==> src/rtl/core/encoder_button_event_qualifier_unit_macros.svh <==
// Assertion macros shared by the event qualifier RTL.
// Each macro checks one implication on the rising clock edge, with the
// check switched off while the synchronous active-low reset is asserted.
`ifndef ENCODER_BUTTON_EVENT_QUALIFIER_UNIT_MACROS_SVH
`define ENCODER_BUTTON_EVENT_QUALIFIER_UNIT_MACROS_SVH

`ifndef SYNTHESIS
// Same-cycle implication.
`define EBQ_ASSERT_NOW(label, clk, rst_n, ante, cons) \
    label: assert property (@(posedge clk) disable iff (!(rst_n)) (ante) |-> (cons)) \
        else $error("ebq assertion failed");
// Next-cycle implication.
`define EBQ_ASSERT_NEXT(label, clk, rst_n, ante, cons) \
    label: assert property (@(posedge clk) disable iff (!(rst_n)) (ante) |=> (cons)) \
        else $error("ebq assertion failed");
`else
`define EBQ_ASSERT_NOW(label, clk, rst_n, ante, cons)
`define EBQ_ASSERT_NEXT(label, clk, rst_n, ante, cons)
`endif

`endif

==> src/rtl/core/ebq_pkg.sv <==
`default_nettype none

package ebq_pkg;

    localparam int unsigned TimeW     = 32;
    localparam int unsigned PosW      = 32;
    localparam int unsigned BtnDbW    = 10;
    localparam int unsigned LongW     = 16;
    localparam int unsigned EncDbW    = 10;
    localparam int unsigned CfgDataW  = 16;
    localparam int unsigned CfgIdxW   = 2;
    localparam int unsigned EventW    = 3;

    // Configuration register indexes.
    localparam logic [CfgIdxW-1:0] CFG_BTN_DEBOUNCE = 2'd0;
    localparam logic [CfgIdxW-1:0] CFG_LONG_PRESS   = 2'd1;
    localparam logic [CfgIdxW-1:0] CFG_ENC_DEBOUNCE = 2'd2;

    // Reset values of the configuration registers.
    localparam logic [BtnDbW-1:0] BTN_DEBOUNCE_RST = 10'd50;
    localparam logic [LongW-1:0]  LONG_PRESS_RST   = 16'd1000;
    localparam logic [EncDbW-1:0] ENC_DEBOUNCE_RST = 10'd5;

    // Item kinds.
    localparam logic ACT_EDGE = 1'b0;
    localparam logic ACT_POLL = 1'b1;

    typedef enum logic [EventW-1:0] {
        EV_NONE  = 3'd0,
        EV_CW    = 3'd1,
        EV_CCW   = 3'd2,
        EV_PRESS = 3'd3,
        EV_LONG  = 3'd4
    } t_event;

    typedef struct packed {
        logic [BtnDbW-1:0] btn_settle_ms;
        logic [LongW-1:0]  long_press_ms;
        logic [EncDbW-1:0] enc_gap_ms;
    } t_cfg;

    // Rotation status handed from the encoder tracker to the result select.
    typedef struct packed {
        logic pending;
        logic ccw;
    } t_rot;

endpackage

`default_nettype wire

==> src/rtl/core/ebq_encoder.sv <==
`default_nettype none
`include "encoder_button_event_qualifier_unit_macros.svh"

module ebq_encoder (
    input  wire logic                          i_clk,
    input  wire logic                          i_rst_n,
    input  wire logic                          i_edge,
    input  wire logic                          i_poll,
    input  wire logic [ebq_pkg::TimeW-1:0]     i_now_ms,
    input  wire logic                          i_enc_data_level,
    input  wire logic [ebq_pkg::EncDbW-1:0]    i_enc_debounce_ms,
    output ebq_pkg::t_rot                      o_rot
);

    logic [ebq_pkg::PosW-1:0]  r_position;
    logic [ebq_pkg::PosW-1:0]  r_reported;
    logic [ebq_pkg::TimeW-1:0] r_last_edge;
    logic [ebq_pkg::TimeW-1:0] since_edge;
    logic [ebq_pkg::PosW-1:0]  diff;
    logic                      edge_go;

    assign since_edge = i_now_ms - r_last_edge;
    assign edge_go    = i_edge && (since_edge >= ebq_pkg::TimeW'(i_enc_debounce_ms));
    assign diff       = r_position - r_reported;

    // Sign of the wrapped difference picks the direction.
    assign o_rot.pending = (r_position != r_reported);
    assign o_rot.ccw     = diff[ebq_pkg::PosW-1];

    always_ff @(posedge i_clk) begin
        if (!i_rst_n) begin
            r_position  <= '0;
            r_reported  <= '0;
            r_last_edge <= '0;
        end else begin
            if (edge_go) begin
                r_last_edge <= i_now_ms;
                if (i_enc_data_level) begin
                    r_position <= r_position + 1'b1;
                end else begin
                    r_position <= r_position - 1'b1;
                end
            end
            if (i_poll && o_rot.pending) begin
                r_reported <= r_position;
            end
        end
    end

    `EBQ_ASSERT_NEXT(a_edge_moves, i_clk, i_rst_n, edge_go, r_position != $past(r_position))
    `EBQ_ASSERT_NEXT(a_edge_ignored, i_clk, i_rst_n, i_edge && !edge_go, $stable(r_position))
    `EBQ_ASSERT_NEXT(a_poll_consumes, i_clk, i_rst_n, i_poll, r_reported == $past(r_position))

endmodule

`default_nettype wire

==> src/rtl/core/ebq_button.sv <==
`default_nettype none
`include "encoder_button_event_qualifier_unit_macros.svh"

module ebq_button (
    input  wire logic                          i_clk,
    input  wire logic                          i_rst_n,
    input  wire logic                          i_poll,
    input  wire logic [ebq_pkg::TimeW-1:0]     i_now_ms,
    input  wire logic                          i_button_pin,
    input  wire logic [ebq_pkg::BtnDbW-1:0]    i_btn_debounce_ms,
    input  wire logic [ebq_pkg::LongW-1:0]     i_long_press_ms,
    output ebq_pkg::t_event                    o_event
);

    logic [ebq_pkg::TimeW-1:0] r_level_change;
    logic [ebq_pkg::TimeW-1:0] r_press_start;
    logic                      r_last_raw;
    logic                      r_stable;
    logic                      r_consumed;

    logic                      raw;
    logic                      level_moved;
    logic [ebq_pkg::TimeW-1:0] level_time;
    logic                      settled;
    logic                      flip;
    logic                      went_down;
    logic                      stable_now;
    logic                      consumed_now;
    logic [ebq_pkg::TimeW-1:0] start_now;
    logic                      fire_press;
    logic                      fire_long;

    // The pin is active low.
    assign raw         = !i_button_pin;
    assign level_moved = (raw != r_last_raw);
    assign level_time  = level_moved ? i_now_ms : r_level_change;
    assign settled     = (i_now_ms - level_time) > ebq_pkg::TimeW'(i_btn_debounce_ms);
    assign flip        = settled && (raw != r_stable);
    assign went_down   = flip && raw;

    // State as seen after a possible debounced level change in this poll.
    assign stable_now   = flip ? raw : r_stable;
    assign consumed_now = went_down ? 1'b0 : r_consumed;
    assign start_now    = went_down ? i_now_ms : r_press_start;

    assign fire_press = flip && !raw && !r_consumed;
    assign fire_long  = settled && !fire_press && stable_now && !consumed_now
                        && ((i_now_ms - start_now) >= ebq_pkg::TimeW'(i_long_press_ms));

    always_comb begin
        if (fire_press) begin
            o_event = ebq_pkg::EV_PRESS;
        end else if (fire_long) begin
            o_event = ebq_pkg::EV_LONG;
        end else begin
            o_event = ebq_pkg::EV_NONE;
        end
    end

    always_ff @(posedge i_clk) begin
        if (!i_rst_n) begin
            r_level_change <= '0;
            r_press_start  <= '0;
            r_last_raw     <= 1'b0;
            r_stable       <= 1'b0;
            r_consumed     <= 1'b0;
        end else if (i_poll) begin
            r_level_change <= level_time;
            r_press_start  <= start_now;
            r_stable       <= stable_now;
            r_consumed     <= consumed_now || fire_long;
            // A reported press or long press leaves the raw level as it was.
            if (!fire_press && !fire_long) begin
                r_last_raw <= raw;
            end
        end
    end

    `EBQ_ASSERT_NEXT(a_long_marks, i_clk, i_rst_n, i_poll && fire_long, r_consumed)
    `EBQ_ASSERT_NEXT(a_level_time, i_clk, i_rst_n, i_poll && level_moved,
                     r_level_change == $past(i_now_ms))
    `EBQ_ASSERT_NOW(a_one_event, i_clk, i_rst_n, 1'b1, !(fire_press && fire_long))

endmodule

`default_nettype wire

==> src/rtl/core/encoder_button_event_qualifier_unit.sv <==
`default_nettype none
`include "encoder_button_event_qualifier_unit_macros.svh"
// Channel   Direction  Handshake                  Payload
// input     in         i_in_valid / o_in_stall    i_action, i_now_ms, i_enc_data_level,
//                                                 i_button_pin
// result    out        o_out_valid / i_out_stall  o_event_res
// config    in         i_cfg_we (no wait)         i_cfg_idx, i_cfg_data
//
// One beat is accepted per clock unless o_in_stall is high; each input beat gives
// exactly one result beat. The path is an input register, then the qualifier logic
// into the result register. Rate is set by one compare-and-update pass.
// Reset (i_rst_n low, synchronous) empties both registers, clears all tracking
// state and loads the configuration defaults.
// A stall on the result side holds both stages; the input side stalls only when
// its register is full and cannot move on.

module encoder_button_event_qualifier_unit (
    input  wire logic                          i_clk,
    input  wire logic                          i_rst_n,
    // Input items
    input  wire logic                          i_in_valid,
    output logic                               o_in_stall,
    input  wire logic                          i_action,
    input  wire logic [ebq_pkg::TimeW-1:0]     i_now_ms,
    input  wire logic                          i_enc_data_level,
    input  wire logic                          i_button_pin,
    // Result items
    output logic                               o_out_valid,
    input  wire logic                          i_out_stall,
    output logic [ebq_pkg::EventW-1:0]         o_event_res,
    // Configuration writes
    input  wire logic                          i_cfg_we,
    input  wire logic [ebq_pkg::CfgIdxW-1:0]   i_cfg_idx,
    input  wire logic [ebq_pkg::CfgDataW-1:0]  i_cfg_data
);

    // Configuration registers.
    ebq_pkg::t_cfg r_cfg;

    // Input register.
    logic                      r_in_valid;
    logic                      r_action;
    logic [ebq_pkg::TimeW-1:0] r_now_ms;
    logic                      r_enc_data_level;
    logic                      r_button_pin;

    // Result register.
    logic                      r_out_valid;
    ebq_pkg::t_event           r_event;

    logic                      advance;
    logic                      process;
    logic                      is_edge;
    logic                      is_poll;
    ebq_pkg::t_rot             rot;
    ebq_pkg::t_event           btn_event;
    ebq_pkg::t_event           n_event;

    // The result register can take a new beat when it is empty or being drained.
    assign advance    = !r_out_valid || !i_out_stall;
    assign o_in_stall = r_in_valid && !advance;
    assign process    = r_in_valid && advance;
    assign is_edge    = process && (r_action == ebq_pkg::ACT_EDGE);
    assign is_poll    = process && (r_action == ebq_pkg::ACT_POLL);

    always_ff @(posedge i_clk) begin
        if (!i_rst_n) begin
            r_cfg.btn_settle_ms <= ebq_pkg::BTN_DEBOUNCE_RST;
            r_cfg.long_press_ms <= ebq_pkg::LONG_PRESS_RST;
            r_cfg.enc_gap_ms    <= ebq_pkg::ENC_DEBOUNCE_RST;
        end else if (i_cfg_we) begin
            unique case (i_cfg_idx)
                ebq_pkg::CFG_BTN_DEBOUNCE: begin
                    r_cfg.btn_settle_ms <= i_cfg_data[ebq_pkg::BtnDbW-1:0];
                end
                ebq_pkg::CFG_LONG_PRESS: begin
                    r_cfg.long_press_ms <= i_cfg_data[ebq_pkg::LongW-1:0];
                end
                ebq_pkg::CFG_ENC_DEBOUNCE: begin
                    r_cfg.enc_gap_ms <= i_cfg_data[ebq_pkg::EncDbW-1:0];
                end
                default: begin
                    // Writes to unused indexes are dropped.
                end
            endcase
        end
    end

    // Input register: filled on an accepted beat, emptied when the result stage moves.
    always_ff @(posedge i_clk) begin
        if (!i_rst_n) begin
            r_in_valid <= 1'b0;
        end else if (!o_in_stall) begin
            r_in_valid <= i_in_valid;
        end
    end

    always_ff @(posedge i_clk) begin
        if (i_in_valid && !o_in_stall) begin
            r_action         <= i_action;
            r_now_ms         <= i_now_ms;
            r_enc_data_level <= i_enc_data_level;
            r_button_pin     <= i_button_pin;
        end
    end

    ebq_encoder u_encoder (
        .i_clk             (i_clk),
        .i_rst_n           (i_rst_n),
        .i_edge            (is_edge),
        .i_poll            (is_poll),
        .i_now_ms          (r_now_ms),
        .i_enc_data_level  (r_enc_data_level),
        .i_enc_debounce_ms (r_cfg.enc_gap_ms),
        .o_rot             (rot)
    );

    // A poll that reports a rotation does not look at the button at all.
    ebq_button u_button (
        .i_clk             (i_clk),
        .i_rst_n           (i_rst_n),
        .i_poll            (is_poll && !rot.pending),
        .i_now_ms          (r_now_ms),
        .i_button_pin      (r_button_pin),
        .i_btn_debounce_ms (r_cfg.btn_settle_ms),
        .i_long_press_ms   (r_cfg.long_press_ms),
        .o_event           (btn_event)
    );

    // Encoder edges always report nothing; a poll reports rotation first.
    always_comb begin
        if (r_action == ebq_pkg::ACT_EDGE) begin
            n_event = ebq_pkg::EV_NONE;
        end else if (rot.pending) begin
            n_event = rot.ccw ? ebq_pkg::EV_CCW : ebq_pkg::EV_CW;
        end else begin
            n_event = btn_event;
        end
    end

    always_ff @(posedge i_clk) begin
        if (!i_rst_n) begin
            r_out_valid <= 1'b0;
        end else if (advance) begin
            r_out_valid <= r_in_valid;
        end
    end

    always_ff @(posedge i_clk) begin
        if (process) begin
            r_event <= n_event;
        end
    end

    assign o_out_valid = r_out_valid;
    assign o_event_res = r_event;

    `EBQ_ASSERT_NEXT(a_in_held, i_clk, i_rst_n, r_in_valid && !advance, r_in_valid)
    `EBQ_ASSERT_NEXT(a_out_follows, i_clk, i_rst_n, process, r_out_valid)
    `EBQ_ASSERT_NEXT(a_edge_silent, i_clk, i_rst_n, is_edge, r_event == ebq_pkg::EV_NONE)

endmodule

`default_nettype wire
==> config.mk <==
export PLATFORM = sky130hd
export DESIGN_NAME = encoder_button_event_qualifier_unit
export DESIGN_NICKNAME = d
export VERILOG_FILES = /design/src/rtl/core/ebq_pkg.sv /design/src/rtl/core/ebq_encoder.sv /design/src/rtl/core/ebq_button.sv /design/src/rtl/core/encoder_button_event_qualifier_unit.sv
export VERILOG_INCLUDE_DIRS = /design/src /design/src/rtl/core
export SDC_FILE = /design/constraint.sdc
export NUM_CORES = 1
export LEC_CHECK = 0
export BUFFER_PORTS_ARGS = -buffer_cell sky130_fd_sc_hd__buf_2
export CORE_MARGIN = 10
export CORE_UTILIZATION = 50
export CTS_BUF_LIST = sky130_fd_sc_hd__clkbuf_4 sky130_fd_sc_hd__clkbuf_8
export CTS_CLUSTER_DIAMETER = 120
export CTS_CLUSTER_SIZE = 10
export DETAILED_ROUTE_END_ITERATION = 12
export PLACE_DENSITY_LB_ADDON = 0.12
export SLEW_MARGIN = 20
export SYNTH_ARGS = -nofsm -noshare
export SYNTH_HDL_FRONTEND = slang
export SYNTH_SLANG_ARGS = --single-unit
==> constraint.sdc <==
create_clock -name i_clk -period 13.63 [get_ports i_clk]
set_clock_uncertainty 0.05 [all_clocks]
set_input_delay 3.4075 -clock i_clk [delete_from_list [all_inputs] [get_ports i_clk]]
set_output_delay 3.4075 -clock i_clk [all_outputs]
set_load 0.01 [all_outputs]
==> results by group <==
Power and ir drop
  • Worst VDD drop: about 0.000081 V
  • Cell area power density: 94.7 nW/um^2
  • Leak: between 7 and 8 nW

Layout
  • Most frequent cells in the layout: 266 x nor2_1, 258 x nand2_1, 241 x a21oi_1, 201 x dfxtp_1, 177 x ha_1
  • Most common cell after layout, fill and taps aside: nor2_1
  • Fin area: about 19000 sq um
  • Final core occ: 0.542
  • Fillers: 3332
  • Antenna fix cells: 0
  • Layout Area Growth over Synthesis: 6.65%
  • Layout Nets: 2487
  • Layout cell share with drive strength beyond 1: 0.0724

Timing
  • Final WS setup: 1.58 ns
  • Final Hold Fails: 0
  • Final setup TNS: 0 ns
  • RSZ-0062 raised after global routing: no
  • Worst-Margin Slew: 1.10 ns
  • Final max-slew violation count: 0
  • Fmax: 83.0 MHz
  • Final Setup Violations: 0
  • Relative slew slack: 0.256
  • Ratio of final minimum period to clock period: 0.884
  • Final Critical Period: 12.05 ns

Global route
  • Aggregate global routing overflow: 0
  • First-pass GRT wire length: 76.7 mm
  • All-Layer GR Usage: 0.211
  • Initial antenna violation count: 1
  • Largest net degree at the start of global routing: 96
  • Number of global-route vias before repair: 14780

Synth
  • Post-synthesis sequential area ratio: 0.293
  • Synthesized cell area: 17700 sq um
  • Syn. warnings: 0
  • Post-synthesis register bit count: 239
  • Syn Area/Cell: 7.90 sq um
  • Syn Nets: 2474
  • Post-synth EDFFs: 38
  • FFs w/ async S/R, synth: 0
  • Mapped Cells: 2236
  • Top_reg_cell synth: dfxtp_1
  • Post-synth cell types: 89

Placed design
  • Buffers on Ports: 62
  • Placer Congestion: 0.904
  • Area post-placement: roughly 18000 sq um
  • Dpl hpwl: ~35 mm
  • Dpl ws: 1.70 ns

Critical path
  • CP Class: reg2reg
  • Crit path DAT: 12.36 ns
  • Slowest-stage cell, CP: xnor2_4
  • CP Capture Type: flop
  • Family with the most delay on the worst path: compound AO/OA/AOI/OAI gates
  • Number of buffers and inverters on the critical path: 2
  • Critical Path Source Type: flop
  • Worst path max stage delay: 0.62 ns
  • CP max FO: 30
  • Worst EP required: 13.94 ns

Floorplanning
  • Rows: 68
  • Initial Util: 0.509
  • Die Y: about 210 um
  • I/O pin count: 63
  • Core area: between 30000 and 40000 sq um
  • Die ar.: roughly 43000 sq um
  • DIE WIDTH: 208 um

Clock tree
  • CTS tree: done
  • Sink Count: 239
  • CTS buffer count: 27
  • Clock latency on the worst-skew pair: approximately 0.63 ns
  • Post-cts repair resize count: 0
  • CTS Buffer Depth: 3
  • Worst-path clk slew: roughly 0.080 ns
  • Number of H-tree levels: 1
  • CTS root buf: clkbuf_8
  • Post-CTS Hold Buffers: 0
  • Post-CTS Setup Inserts: 0

Worst hold path
  • Worst hold path class: reg2reg

Detailed routing
  • Vias: 15719
  • Post-route ant nets: 0
  • DR WL/cell: 17.6 um
  • First DRT Iteration DRCs: 1019
  • DRT Pass-1 Iters: 5
  • DRT Wirelength: 47.8 mm
  • Drt via density: a little under 6
  • DRC viols: 0

Job
  • Maxcap violations: 0

Run status
  • Status: completed
through the flow:
stage / cells / hold slack [ns] / total power [W]
5_1_grt: 2720 / 0.423 / 0.00189
3_5_place_dp: 2675 / 0.396 / 0.00129
4_1_cts: 2720 / 0.406 / 0.00180
3_3_place_gp: 2675 / 0.392 / 0.00128
2_1_floorplan: 2236 / 0.386 / 0.00116
6_report: 2720 / 0.405 / 0.00178
power by group:
part | internal (W) | switching, W | total [W]
Combinational | 0.000208 | 0.000302 | 0.000509
Clock | 0.000230 | 0.000274 | 0.000504
Sequential | 0.000739 | 0.0000299 | 0.000769
registers in the layout (all words and copies together), names as in the netlist:
signal,flops
u_button.r_level_change,32
o_out_valid,1
r_enc_data_level,1
r_cfg,36
u_button.r_last_raw,1
r_action,1
u_encoder.r_position,32
u_encoder.r_last_edge,32
u_button.r_press_start,32
u_encoder.r_reported,32
u_button.r_stable,1
u_button.r_consumed,1
r_button_pin,1
r_in_valid,1
o_event_res,3
r_now_ms,32
final timing paths:
check | from | to | slack, ns | cells past startpoint
setup / recovery | r_button_pin | o_event_res[2] | 1.58 | 46
hold / removal | u_encoder.r_reported[2] | u_encoder.r_reported[2] | 0.41 | 2
setup reg to reg | r_button_pin | o_event_res[2] | 1.58 | 46
hold reg to reg | u_encoder.r_reported[2] | u_encoder.r_reported[2] | 0.41 | 2
cell usage after synthesis (6+ instances only):
cell type	number	area, sq um
nand2b_1	46	288
o211ai_1	16	120
dfxtp_1	201	4020
a2111oi_0	8	70.1
edfxtp_1	38	1140
and3_1	9	56.3
inv_1	144	541
nor3b_1	6	45.0
buf_1	8	30.0
a21oi_1	241	1210
nand3b_1	6	45.0
o21a_1	39	293
or3_1	10	62.6
or2_2	13	81.3
nor4_1	9	56.3
o21ai_0	79	395
a31oi_1	18	113
nand3_1	36	180
xor2_1	41	359
mux2i_1	100	1000
a21o_1	57	428
o221ai_1	10	87.6
o22ai_1	6	37.5
a211oi_1	18	135
nor2_1	268	1010
ha_1	177	2210
nor2b_1	34	213
nand4_1	19	119
nor3_1	41	205
and2_1	17	106
nand2_1	258	968
clkbuf_1	70	263
o32ai_1	6	52.6
buf_2	10	50.1
o21bai_1	9	67.6
xnor2_1	44	385
cell families after synthesis:
group | after synthesis | share of synthesized area
xor gates and xnor gates | 87 | 0.0440
DFF | 239 | 0.293
buffers and inverters | 236 | 0.0515
and+or+nand+nor | 798 | 0.209
AOI/OAI and AO/OA | 595 | 0.217
muxes | 100 | 0.0567
adders and majority gates | 181 | 0.129
area by class of cell:
class | count | area, sq um | share of cell area
Sequential cell | 239 | 5160 | 0.274
Multi-Input combinational cell | 1761 | 11600 | 0.618
Clock buffer | 44 | 499 | 0.0265
Inverter | 145 | 549 | 0.0292
Clock inverter | 1 | 11.3 | 0.000598
Timing Repair Buffer | 75 | 408 | 0.0217
Tap cell | 455 | 569 | 0.0302
per-layer routing:
layer  global-route usage  vias to the layer above  part of all wire
li1                     -                     7937                 -
met1                0.277                     7433              0.47
met2                0.356                      295              0.46
met3               0.0285                       52             0.045
met4               0.0508                        2             0.021
met5                    0                        -           0.00038
worst min-delay path: cells and delay by family, from the launching register on:
kind             cells  cell delay (ns)
AO/OA/AOI/OAI        1             0.05
AND/OR/NAND/NOR      1             0.05
flip-flops           1             0.31
Note: power is estimated with default switching activity, not from simulation.
